## src/hw/rtl/bfpa_pkg.sv

```systemverilog
// Shared types, codes and request decode for the best-fit partition allocator.
`timescale 1ns / 1ps
package bfpa_pkg;

  localparam logic KIND_ALLOC   = 1'b0;
  localparam logic KIND_RELEASE = 1'b1;

  typedef enum logic [1:0] {
    ST_ALLOCATED = 2'd0,
    ST_NO_FIT    = 2'd1,
    ST_RELEASED  = 2'd2,
    ST_NO_MATCH  = 2'd3
  } status_t;

  localparam logic [1:0] CLS_BIG   = 2'd0;
  localparam logic [1:0] CLS_MID   = 2'd1;
  localparam logic [1:0] CLS_SMALL = 2'd2;
  localparam logic [1:0] CLS_NONE  = 2'd3;

  localparam logic [2:0] PRIO_MID = 3'd3;

  localparam logic [4:0] FREED_MAX = 5'd31;
  localparam logic [5:0] UNITS_MAX = 6'd63;

  typedef struct packed {
    logic load;
    logic rd_en;
    logic commit;
  } cmd_t;

  function automatic logic [1:0] prio_class(input logic [2:0] prio);
    logic [1:0] c;
    if (prio < PRIO_MID) begin
      c = CLS_BIG;
    end else if (prio == PRIO_MID) begin
      c = CLS_MID;
    end else begin
      c = CLS_SMALL;
    end
    return c;
  endfunction

  function automatic logic [1:0] class_size(input logic [1:0] c);
    logic [1:0] s;
    case (c)
      CLS_BIG:   s = 2'd3;
      CLS_MID:   s = 2'd2;
      CLS_SMALL: s = 2'd1;
      default:   s = 2'd0;
    endcase
    return s;
  endfunction

endpackage

```

## src/hw/rtl/bfpa_in_if.sv

```systemverilog
// Request channel: valid/ready handshake with the request item.
`timescale 1ns / 1ps
interface bfpa_in_if;
  logic        valid;
  logic        ready;
  logic        kind;
  logic [15:0] owner_id;
  logic [2:0]  priority_req;

  modport source(output valid, output kind, output owner_id, output priority_req,
                 input ready);
  modport sink(input valid, input kind, input owner_id, input priority_req,
               output ready);
endinterface

```

## src/hw/rtl/bfpa_out_if.sv

```systemverilog
// Result channel: valid/ready handshake with the result item.
`timescale 1ns / 1ps
interface bfpa_out_if;
  logic       valid;
  logic       ready;
  logic [1:0] status;
  logic [3:0] slot_index;
  logic [4:0] freed_count;
  logic [5:0] avail_units;
  logic [1:0] largest_free;

  modport source(output valid, output status, output slot_index, output freed_count,
                 output avail_units, output largest_free, input ready);
  modport sink(input valid, input status, input slot_index, input freed_count,
               input avail_units, input largest_free, output ready);
endinterface

```

## src/hw/rtl/bfpa_ctrl.sv

```systemverilog
// Sequencer: accepts an item, sweeps the partition table, then commits the result.
`timescale 1ns / 1ps
module bfpa_ctrl import bfpa_pkg::*; #(
  parameter int TOTAL_SLOTS = 16,
  localparam int IW = (TOTAL_SLOTS > 1) ? $clog2(TOTAL_SLOTS) : 1
) (
  input  logic          clk,
  input  logic          rst_n,
  input  logic          in_valid,
  output logic          in_ready,
  input  logic          out_busy,
  output cmd_t          cmd,
  output logic [IW-1:0] rd_idx
);

  typedef enum logic [1:0] {S_IDLE, S_SCAN, S_DRAIN, S_COMMIT} state_t;

  localparam logic [IW-1:0] LAST_IDX = IW'(TOTAL_SLOTS - 1);

  state_t        state_r, state_nxt;
  logic [IW-1:0] idx_r, idx_nxt;

  always_comb begin
    state_nxt  = state_r;
    idx_nxt    = idx_r;
    cmd        = '0;
    in_ready   = 1'b0;
    case (state_r)
      S_IDLE: begin
        in_ready = 1'b1;
        if (in_valid) begin
          cmd.load  = 1'b1;
          idx_nxt   = '0;
          state_nxt = S_SCAN;
        end
      end
      S_SCAN: begin
        cmd.rd_en = 1'b1;
        if (idx_r == LAST_IDX) begin
          state_nxt = S_DRAIN;
        end else begin
          idx_nxt = idx_r + 1'b1;
        end
      end
      S_DRAIN: begin
        state_nxt = S_COMMIT;
      end
      S_COMMIT: begin
        if (!out_busy) begin
          cmd.commit = 1'b1;
          state_nxt  = S_IDLE;
        end
      end
      default: begin
        state_nxt = S_IDLE;
      end
    endcase
  end

  assign rd_idx = idx_r;

  always_ff @(posedge clk) begin
    if (!rst_n) begin
      state_r <= S_IDLE;
      idx_r   <= '0;
    end else begin
      state_r <= state_nxt;
      idx_r   <= idx_nxt;
    end
  end

`ifndef SYNTH
  a_load_starts_sweep: assert property (@(posedge clk) disable iff (!rst_n)
    cmd.load |=> (cmd.rd_en && rd_idx == '0))
    else $error("sweep did not start at slot 0 after accept");

  a_commit_after_sweep: assert property (@(posedge clk) disable iff (!rst_n)
    cmd.commit |-> (!cmd.rd_en && !cmd.load))
    else $error("commit overlaps sweep or accept");

  a_sweep_ends: assert property (@(posedge clk) disable iff (!rst_n)
    (cmd.rd_en && rd_idx == LAST_IDX) |=> !cmd.rd_en)
    else $error("sweep ran past the last slot");
`endif

endmodule

```

## src/hw/rtl/bfpa_dp.sv

```systemverilog
// Datapath: partition table, owner memory, best-fit search, free-space counts, result register.
`timescale 1ns / 1ps
module bfpa_dp import bfpa_pkg::*; #(
  parameter int CLASS0_SLOTS = 4,
  parameter int CLASS1_SLOTS = 4,
  parameter int CLASS2_SLOTS = 8,
  parameter int TOTAL_SLOTS  = 16,
  localparam int IW = (TOTAL_SLOTS > 1) ? $clog2(TOTAL_SLOTS) : 1,
  localparam int CW = $clog2(TOTAL_SLOTS + 1)
) (
  input  logic          clk,
  input  logic          rst_n,
  input  cmd_t          cmd,
  input  logic [IW-1:0] rd_idx,
  input  logic          in_kind,
  input  logic [15:0]   in_owner_id,
  input  logic [2:0]    in_priority_req,
  output logic          out_busy,
  output logic          out_valid,
  input  logic          out_ready,
  output logic [1:0]    out_status,
  output logic [3:0]    out_slot_index,
  output logic [4:0]    out_freed_count,
  output logic [5:0]    out_avail_units,
  output logic [1:0]    out_largest_free
);

  localparam int B0 = CLASS0_SLOTS;
  localparam int B1 = CLASS0_SLOTS + CLASS1_SLOTS;
  localparam int B2 = CLASS0_SLOTS + CLASS1_SLOTS + CLASS2_SLOTS;

  function automatic logic [1:0] slot_class(input logic [IW-1:0] i);
    int unsigned ii;
    logic [1:0]  c;
    ii = 32'(i);
    if (ii < B0) begin
      c = CLS_BIG;
    end else if (ii < B1) begin
      c = CLS_MID;
    end else if (ii < B2) begin
      c = CLS_SMALL;
    end else begin
      c = CLS_NONE;
    end
    return c;
  endfunction

  logic [15:0]            owner_mem [TOTAL_SLOTS];
  logic [15:0]            owner_q_r;
  logic [TOTAL_SLOTS-1:0] free_r;

  logic          kind_r;
  logic [15:0]   owner_r;
  logic [1:0]    cls_r;
  logic [1:0]    dem_r;
  logic          eval_r;
  logic [IW-1:0] p_r;
  logic          found_r;
  logic [IW-1:0] best_r;
  logic [1:0]    bestw_r;
  logic [CW-1:0] freed_r;
  logic [CW-1:0] c1_r, c2_r, c3_r;

  logic          out_valid_r;
  logic [1:0]    status_r;
  logic [3:0]    slot_index_r;
  logic [4:0]    freed_count_r;
  logic [5:0]    avail_units_r;
  logic [1:0]    largest_free_r;

  logic          fj, rel_hit, post_free, cand, better, take;
  logic [1:0]    cl, sz, waste, best_sz;
  logic [CW-1:0] c1a, c2a, c3a;
  logic [8:0]    units_w, freed_w;
  logic [1:0]    largest_w;
  status_t       status_w;

  always_comb begin
    fj        = free_r[p_r];
    cl        = slot_class(p_r);
    sz        = class_size(cl);
    rel_hit   = (kind_r == KIND_RELEASE) && !fj && (owner_q_r == owner_r);
    post_free = fj || rel_hit;
    cand      = (kind_r == KIND_ALLOC) && fj && (cl == cls_r) && (sz >= dem_r);
    waste     = sz - dem_r;
    better    = cand && (!found_r || (waste < bestw_r));
  end

  always_comb begin
    take    = (kind_r == KIND_ALLOC) && found_r;
    best_sz = class_size(slot_class(best_r));
    c1a     = c1_r;
    c2a     = c2_r;
    c3a     = c3_r;
    if (take) begin
      case (best_sz)
        2'd1:    c1a = c1_r - 1'b1;
        2'd2:    c2a = c2_r - 1'b1;
        2'd3:    c3a = c3_r - 1'b1;
        default: c1a = c1_r;
      endcase
    end
    units_w = 9'(c3a) + 9'(c3a) + 9'(c3a) + 9'(c2a) + 9'(c2a) + 9'(c1a);
    if (c3a != '0) begin
      largest_w = 2'd3;
    end else if (c2a != '0) begin
      largest_w = 2'd2;
    end else if (c1a != '0) begin
      largest_w = 2'd1;
    end else begin
      largest_w = 2'd0;
    end
    freed_w = 9'(freed_r);
    if (kind_r == KIND_ALLOC) begin
      status_w = found_r ? ST_ALLOCATED : ST_NO_FIT;
    end else begin
      status_w = (freed_r != '0) ? ST_RELEASED : ST_NO_MATCH;
    end
  end

  always_ff @(posedge clk) begin
    if (cmd.commit && take) begin
      owner_mem[best_r] <= owner_r;
    end
    if (cmd.rd_en) begin
      owner_q_r <= owner_mem[rd_idx];
    end
  end

  always_ff @(posedge clk) begin
    if (cmd.load) begin
      kind_r  <= in_kind;
      owner_r <= in_owner_id;
      cls_r   <= prio_class(in_priority_req);
      dem_r   <= class_size(prio_class(in_priority_req));
      found_r <= 1'b0;
      best_r  <= '0;
      bestw_r <= '0;
      freed_r <= '0;
      c1_r    <= '0;
      c2_r    <= '0;
      c3_r    <= '0;
    end else if (eval_r) begin
      if (better) begin
        found_r <= 1'b1;
        best_r  <= p_r;
        bestw_r <= waste;
      end
      if (rel_hit) begin
        freed_r <= freed_r + 1'b1;
      end
      if (post_free) begin
        case (sz)
          2'd1:    c1_r <= c1_r + 1'b1;
          2'd2:    c2_r <= c2_r + 1'b1;
          2'd3:    c3_r <= c3_r + 1'b1;
          default: c1_r <= c1_r;
        endcase
      end
    end
    p_r <= rd_idx;
    if (cmd.commit) begin
      status_r       <= status_w;
      slot_index_r   <= take ? 4'(best_r) : 4'd0;
      freed_count_r  <= (freed_w > 9'(FREED_MAX)) ? FREED_MAX : 5'(freed_w);
      avail_units_r  <= (units_w > 9'(UNITS_MAX)) ? UNITS_MAX : 6'(units_w);
      largest_free_r <= largest_w;
    end
  end

  always_ff @(posedge clk) begin
    if (!rst_n) begin
      free_r      <= '1;
      eval_r      <= 1'b0;
      out_valid_r <= 1'b0;
    end else begin
      eval_r <= cmd.rd_en;
      if (eval_r && rel_hit) begin
        free_r[p_r] <= 1'b1;
      end else if (cmd.commit && take) begin
        free_r[best_r] <= 1'b0;
      end
      if (cmd.commit) begin
        out_valid_r <= 1'b1;
      end else if (out_ready) begin
        out_valid_r <= 1'b0;
      end
    end
  end

  assign out_busy         = out_valid_r && !out_ready;
  assign out_valid        = out_valid_r;
  assign out_status       = status_r;
  assign out_slot_index   = slot_index_r;
  assign out_freed_count  = freed_count_r;
  assign out_avail_units  = avail_units_r;
  assign out_largest_free = largest_free_r;

endmodule

```

## src/hw/rtl/best_fit_partition_allocator.sv

```systemverilog
// Best-fit fixed-partition allocator: top level joining sequencer and datapath.
// Result after a sweep of every partition through the owner memory read port, a drain of
// the read stage and a commit. A new item is accepted only once the last one has been
// committed and the sequencer is idle again; a result still held in the output register
// stalls the commit.
// Synchronous active-low reset frees every partition and empties the result register.
`timescale 1ns / 1ps
module best_fit_partition_allocator import bfpa_pkg::*; #(
  parameter int CLASS0_SLOTS = 4,
  parameter int CLASS1_SLOTS = 4,
  parameter int CLASS2_SLOTS = 8,
  parameter int TOTAL_SLOTS  = 16
) (
  input  logic        clk,
  input  logic        rst_n,
  bfpa_in_if.sink     in_ch,
  bfpa_out_if.source  out_ch
);

  localparam int IW = (TOTAL_SLOTS > 1) ? $clog2(TOTAL_SLOTS) : 1;

  cmd_t          cmd;
  logic [IW-1:0] rd_idx;
  logic          out_busy;
  logic          in_ready;

  assign in_ch.ready = in_ready;

  bfpa_ctrl #(
    .TOTAL_SLOTS(TOTAL_SLOTS)
  ) u_ctrl (
    .clk      (clk),
    .rst_n    (rst_n),
    .in_valid (in_ch.valid),
    .in_ready (in_ready),
    .out_busy (out_busy),
    .cmd      (cmd),
    .rd_idx   (rd_idx)
  );

  bfpa_dp #(
    .CLASS0_SLOTS(CLASS0_SLOTS),
    .CLASS1_SLOTS(CLASS1_SLOTS),
    .CLASS2_SLOTS(CLASS2_SLOTS),
    .TOTAL_SLOTS (TOTAL_SLOTS)
  ) u_dp (
    .clk              (clk),
    .rst_n            (rst_n),
    .cmd              (cmd),
    .rd_idx           (rd_idx),
    .in_kind          (in_ch.kind),
    .in_owner_id      (in_ch.owner_id),
    .in_priority_req  (in_ch.priority_req),
    .out_busy         (out_busy),
    .out_valid        (out_ch.valid),
    .out_ready        (out_ch.ready),
    .out_status       (out_ch.status),
    .out_slot_index   (out_ch.slot_index),
    .out_freed_count  (out_ch.freed_count),
    .out_avail_units  (out_ch.avail_units),
    .out_largest_free (out_ch.largest_free)
  );

endmodule

```

## src/flat_wrapper.sv

```systemverilog
// flat-port wrapper written by rule: the top's interface ports become plain ports
module best_fit_partition_allocator_flat import bfpa_pkg::*;
#(
  parameter int CLASS0_SLOTS = 4,
  parameter int CLASS1_SLOTS = 4,
  parameter int CLASS2_SLOTS = 8,
  parameter int TOTAL_SLOTS  = 16
)
  (clk, rst_n, in_ch_valid, in_ch_kind, in_ch_owner_id, in_ch_priority_req, in_ch_ready, out_ch_valid, out_ch_status, out_ch_slot_index, out_ch_freed_count, out_ch_avail_units, out_ch_largest_free, out_ch_ready);
  bfpa_in_if in_ch_i ();
  bfpa_out_if out_ch_i ();
  input  logic clk;
  input  logic rst_n;
  input wire logic [$bits(in_ch_i.valid)-1:0] in_ch_valid;
  input wire logic [$bits(in_ch_i.kind)-1:0] in_ch_kind;
  input wire logic [$bits(in_ch_i.owner_id)-1:0] in_ch_owner_id;
  input wire logic [$bits(in_ch_i.priority_req)-1:0] in_ch_priority_req;
  output wire logic [$bits(in_ch_i.ready)-1:0] in_ch_ready;
  output wire logic [$bits(out_ch_i.valid)-1:0] out_ch_valid;
  output wire logic [$bits(out_ch_i.status)-1:0] out_ch_status;
  output wire logic [$bits(out_ch_i.slot_index)-1:0] out_ch_slot_index;
  output wire logic [$bits(out_ch_i.freed_count)-1:0] out_ch_freed_count;
  output wire logic [$bits(out_ch_i.avail_units)-1:0] out_ch_avail_units;
  output wire logic [$bits(out_ch_i.largest_free)-1:0] out_ch_largest_free;
  input wire logic [$bits(out_ch_i.ready)-1:0] out_ch_ready;
  assign in_ch_i.valid = in_ch_valid;
  assign in_ch_i.kind = in_ch_kind;
  assign in_ch_i.owner_id = in_ch_owner_id;
  assign in_ch_i.priority_req = in_ch_priority_req;
  assign in_ch_ready = in_ch_i.ready;
  assign out_ch_valid = out_ch_i.valid;
  assign out_ch_status = out_ch_i.status;
  assign out_ch_slot_index = out_ch_i.slot_index;
  assign out_ch_freed_count = out_ch_i.freed_count;
  assign out_ch_avail_units = out_ch_i.avail_units;
  assign out_ch_largest_free = out_ch_i.largest_free;
  assign out_ch_i.ready = out_ch_ready;
  best_fit_partition_allocator #(.CLASS0_SLOTS(CLASS0_SLOTS), .CLASS1_SLOTS(CLASS1_SLOTS), .CLASS2_SLOTS(CLASS2_SLOTS), .TOTAL_SLOTS(TOTAL_SLOTS)) u_core (.clk(clk), .rst_n(rst_n), .in_ch(in_ch_i), .out_ch(out_ch_i));
endmodule
```

## config.mk

```make
export PLATFORM = sky130hd
export DESIGN_NAME = best_fit_partition_allocator_flat
export DESIGN_NICKNAME = d
export VERILOG_FILES = /design/src/hw/rtl/bfpa_pkg.sv /design/src/hw/rtl/bfpa_in_if.sv /design/src/hw/rtl/bfpa_out_if.sv /design/src/hw/rtl/bfpa_ctrl.sv /design/src/hw/rtl/bfpa_dp.sv /design/src/hw/rtl/best_fit_partition_allocator.sv /design/src/flat_wrapper.sv
export SDC_FILE = /design/constraint.sdc
export NUM_CORES = 1
export LEC_CHECK = 0
export ABC_AREA = 1
export BUFFER_PORTS_ARGS = -buffer_cell sky130_fd_sc_hd__clkbuf_2
export CELL_PAD_IN_SITES_DETAIL_PLACEMENT = 1
export CELL_PAD_IN_SITES_GLOBAL_PLACEMENT = 2
export CORE_ASPECT_RATIO = 1.75
export CORE_MARGIN = 1
export CORE_UTILIZATION = 46
export CTS_CLUSTER_SIZE = 12
export DETAILED_ROUTE_END_ITERATION = 8
export HOLD_SLACK_MARGIN = 0.03
export PLACE_DENSITY_LB_ADDON = 0.15
export REMOVE_ABC_BUFFERS = 1
export SLEW_MARGIN = 20
export SYNTH_ARGS = -nofsm -noshare
export SYNTH_HDL_FRONTEND = slang
export SYNTH_SLANG_ARGS = --single-unit
```

## constraint.sdc

```tcl
create_clock -name clk -period 7 [get_ports clk]
set_clock_uncertainty 0.1 [all_clocks]
set_input_delay 0 -clock clk [delete_from_list [all_inputs] [get_ports clk]]
set_output_delay 0 -clock clk [all_outputs]
set_load 0.05 [all_outputs]
```

==> metrics <==
Setup TNS 0 ps; core area 33700 um2; Fmax 212 MHz; max-slew violation count 0; share of post-route cells with drive strength above 1 0.113; total number of yosys warnings 0; minimum clock period 4710 ps; drt initial violations 826; Nets 1523; Max Cap Viol 0; Netlist cell types 40; CTS buffer count 38; Std-Cell Rows 89; Mapped Cells 1400; number of setup buffers added after CTS 0; initial core utilization 0.468; ys async rst share 0; max_slew headroom 0.298; vias in the first global route 11632; TritonRoute pass-1 iters 5; Lkg Pwr 6.64 nW; Hold Buf Count CTS 23; Setup-failing EPs final 0; flops & latches, synth 367; Critical Path RT 7150 ps; Reg2Reg Depth 17; Fill cells 3603; Seq/Total Area, Yosys 0.663; Longest Clk Path Bufs 3; Final HPWL DP 26800 um; VDD IR max 0.208 mV; I/O pin count 45; EDFF count, synth 312; wire per inst 22.7 um; Setup Crit Path Kind reg2reg; htree depth 2; Die Y 247 um; fin util 0.533; Critical Path AT 4860 ps; drt via density 5.61; RSZ-0062 raised after global routing false; crit-path max FO 7; Routed WL 44000 um; first-pass GRT wire length 67600 um; Post-Place Worst Slack 2230 ps; Root Driver clkbuf_16; Hold Violations, Final 0; top cell type's share of synthesized area 0.594; Area growth syn-to-layout 14.0%; initial antenna violation count 0; worst hold slack 80.6 ps; routed via count 10868; largest area contributor in the netlist edfxtp_1; Resized cells post-CTS 0; largest net degree at the start of global routing 76; Hold Crit Class in2reg; Reg clk slew, reported paths 60 ps; Most used DFF post-synth edfxtp_1; grt ovf 0; Antenna Violating Nets Remaining 0; Commonest cells post-synth edfxtp_1, nor2_1, nand2_1; Setup crit end kind flip-flop; worst skew pair latency 540 ps; Hold Crit Depth 2; power per standard cell area 328 nW/um2; ranking of synthesized cells by area edfxtp_1, dfxtp_1, o21ai_0; Die ar. 35100 um2; most numerous cell in the Yosys netlist edfxtp_1; Total GRT Usage 0.262; period utilization 0.673; CTS tree done; startpoint types flip-flop; final worst setup slack 2290 ps; Worst-Margin Slew 1050 ps; number of port buffers 44; status completed; mapped cell area 15800 um2; Syn Area/Cell 11.3 um2; die width 142 um; # diodes 0; Sink Count 367; global placement routability congestion 0.815; DRC viols 0
flip-flops by register name, summed over array words and instances, names as in the netlist, 4 cells and up:
signal / flops
u_core.u_dp.owner_mem: 256
u_core.u_dp.free_r: 16
u_core.u_dp.owner_q_r: 16
u_core.u_dp.owner_r: 16
u_core.u_dp.out_avail_units: 6
u_core.u_dp.c1_r: 5
u_core.u_dp.c2_r: 5
u_core.u_dp.c3_r: 5
u_core.u_dp.freed_r: 5
u_core.u_dp.out_freed_count: 5
u_core.u_ctrl.rd_idx: 4
u_core.u_dp.best_r: 4
u_core.u_dp.out_slot_index: 4
u_core.u_dp.p_r: 4
cell type report:
class	instances	area (um2)	area share
multi-input cells	834	4620	0.257
well taps	455	569	0.0317
flip-flops and latches	367	10500	0.583
inverters	125	475	0.0264
repair buffers	97	688	0.0383
clock inverters	5	51.3	0.00285
clock buffers	55	1110	0.0616
cell usage in the layout, fill, tap and decap left out, drive strengths merged, types with 11 or more instances in the layout:
master | netlist | final
a21oi | 26 | 26
buf | 11 | 30
clkbuf | 63 | 99
dfxtp | 55 | 55
dlygate4sd3 | 0 | 23
edfxtp | 312 | 312
fa | 11 | 11
ha | 25 | 25
inv | 125 | 125
nand2 | 192 | 192
nand3 | 44 | 44
nand4 | 26 | 26
nor2 | 197 | 197
nor3 | 12 | 12
o211ai | 12 | 12
o21ai | 180 | 180
o221ai | 52 | 52
o22ai | 13 | 13
xor2 | 20 | 20
where the power goes:
group	total (mW)	internal (mW)	leakage (nW)	switching (mW)
Combinational	1.16	0.334	2.80	0.831
Clock	1.95	1.13	0.566	0.822
Sequential	2.78	2.60	3.27	0.178
final timing paths:
path | slack, ps | endpoint | start
min reg2reg | 390 | u_core.u_dp.bestw_r[0] | u_core.u_dp.bestw_r[0]
min | 80 | u_core.u_dp.owner_r[7] | in_ch_owner_id[7]
max reg2reg | 2290 | u_core.u_dp.out_avail_units[4] | u_core.u_dp.kind_r
max | 2290 | u_core.u_dp.out_avail_units[4] | u_core.u_dp.kind_r
stage by stage:
stage | cell area (um2) | std cells | total power [mW]
floorplan | 15500 | 1326 | 3.53
global placement | 16600 | 1855 | 3.96
detailed placement | 16600 | 1855 | 3.99
CTS | 18000 | 1938 | 5.96
global route | 18000 | 1938 | 6.17
finish | 18000 | 1938 | 5.89
layer usage:
layer / vias to the layer above / part of all wire / track usage
met2: 208 / 0.56 / 0.504
li1: 5058 / - / -
met5: - / 0 / 0
met3: 68 / 0.033 / 0.0279
met4: 0 / 0.029 / 0.0939
met1: 5534 / 0.38 / 0.292
worst max-delay path, stage by stage, from the launching register on:
cell and delay (ps):
edfxtp_1 490, nor2_4 220, inv_2 110, nor2_1 300, nand2_1 90, o21ai_0 230, fa_1 540, fa_1 470
inv_1 70, ha_1 180, inv_1 60, fa_1 370, nor2_1 140, o21ai_0 120, nor3_1 180, a21oi_1 60
nor3_1 500, o21ai_0 180
cells by family (layout without fill, tap and decap cells):
| group | after synthesis | count (layout) | synth area share |
|---|---|---|---|
| buf+inv | 199 | 282 | 0.0499 |
| compound gates | 287 | 287 | 0.107 |
| simple gates | 487 | 487 | 0.133 |
| xor+xnor | 24 | 24 | 0.0133 |
| flops | 367 | 367 | 0.663 |
| fa+ha+maj | 36 | 36 | 0.0338 |
Note: power is estimated with default switching activity, not from simulation.
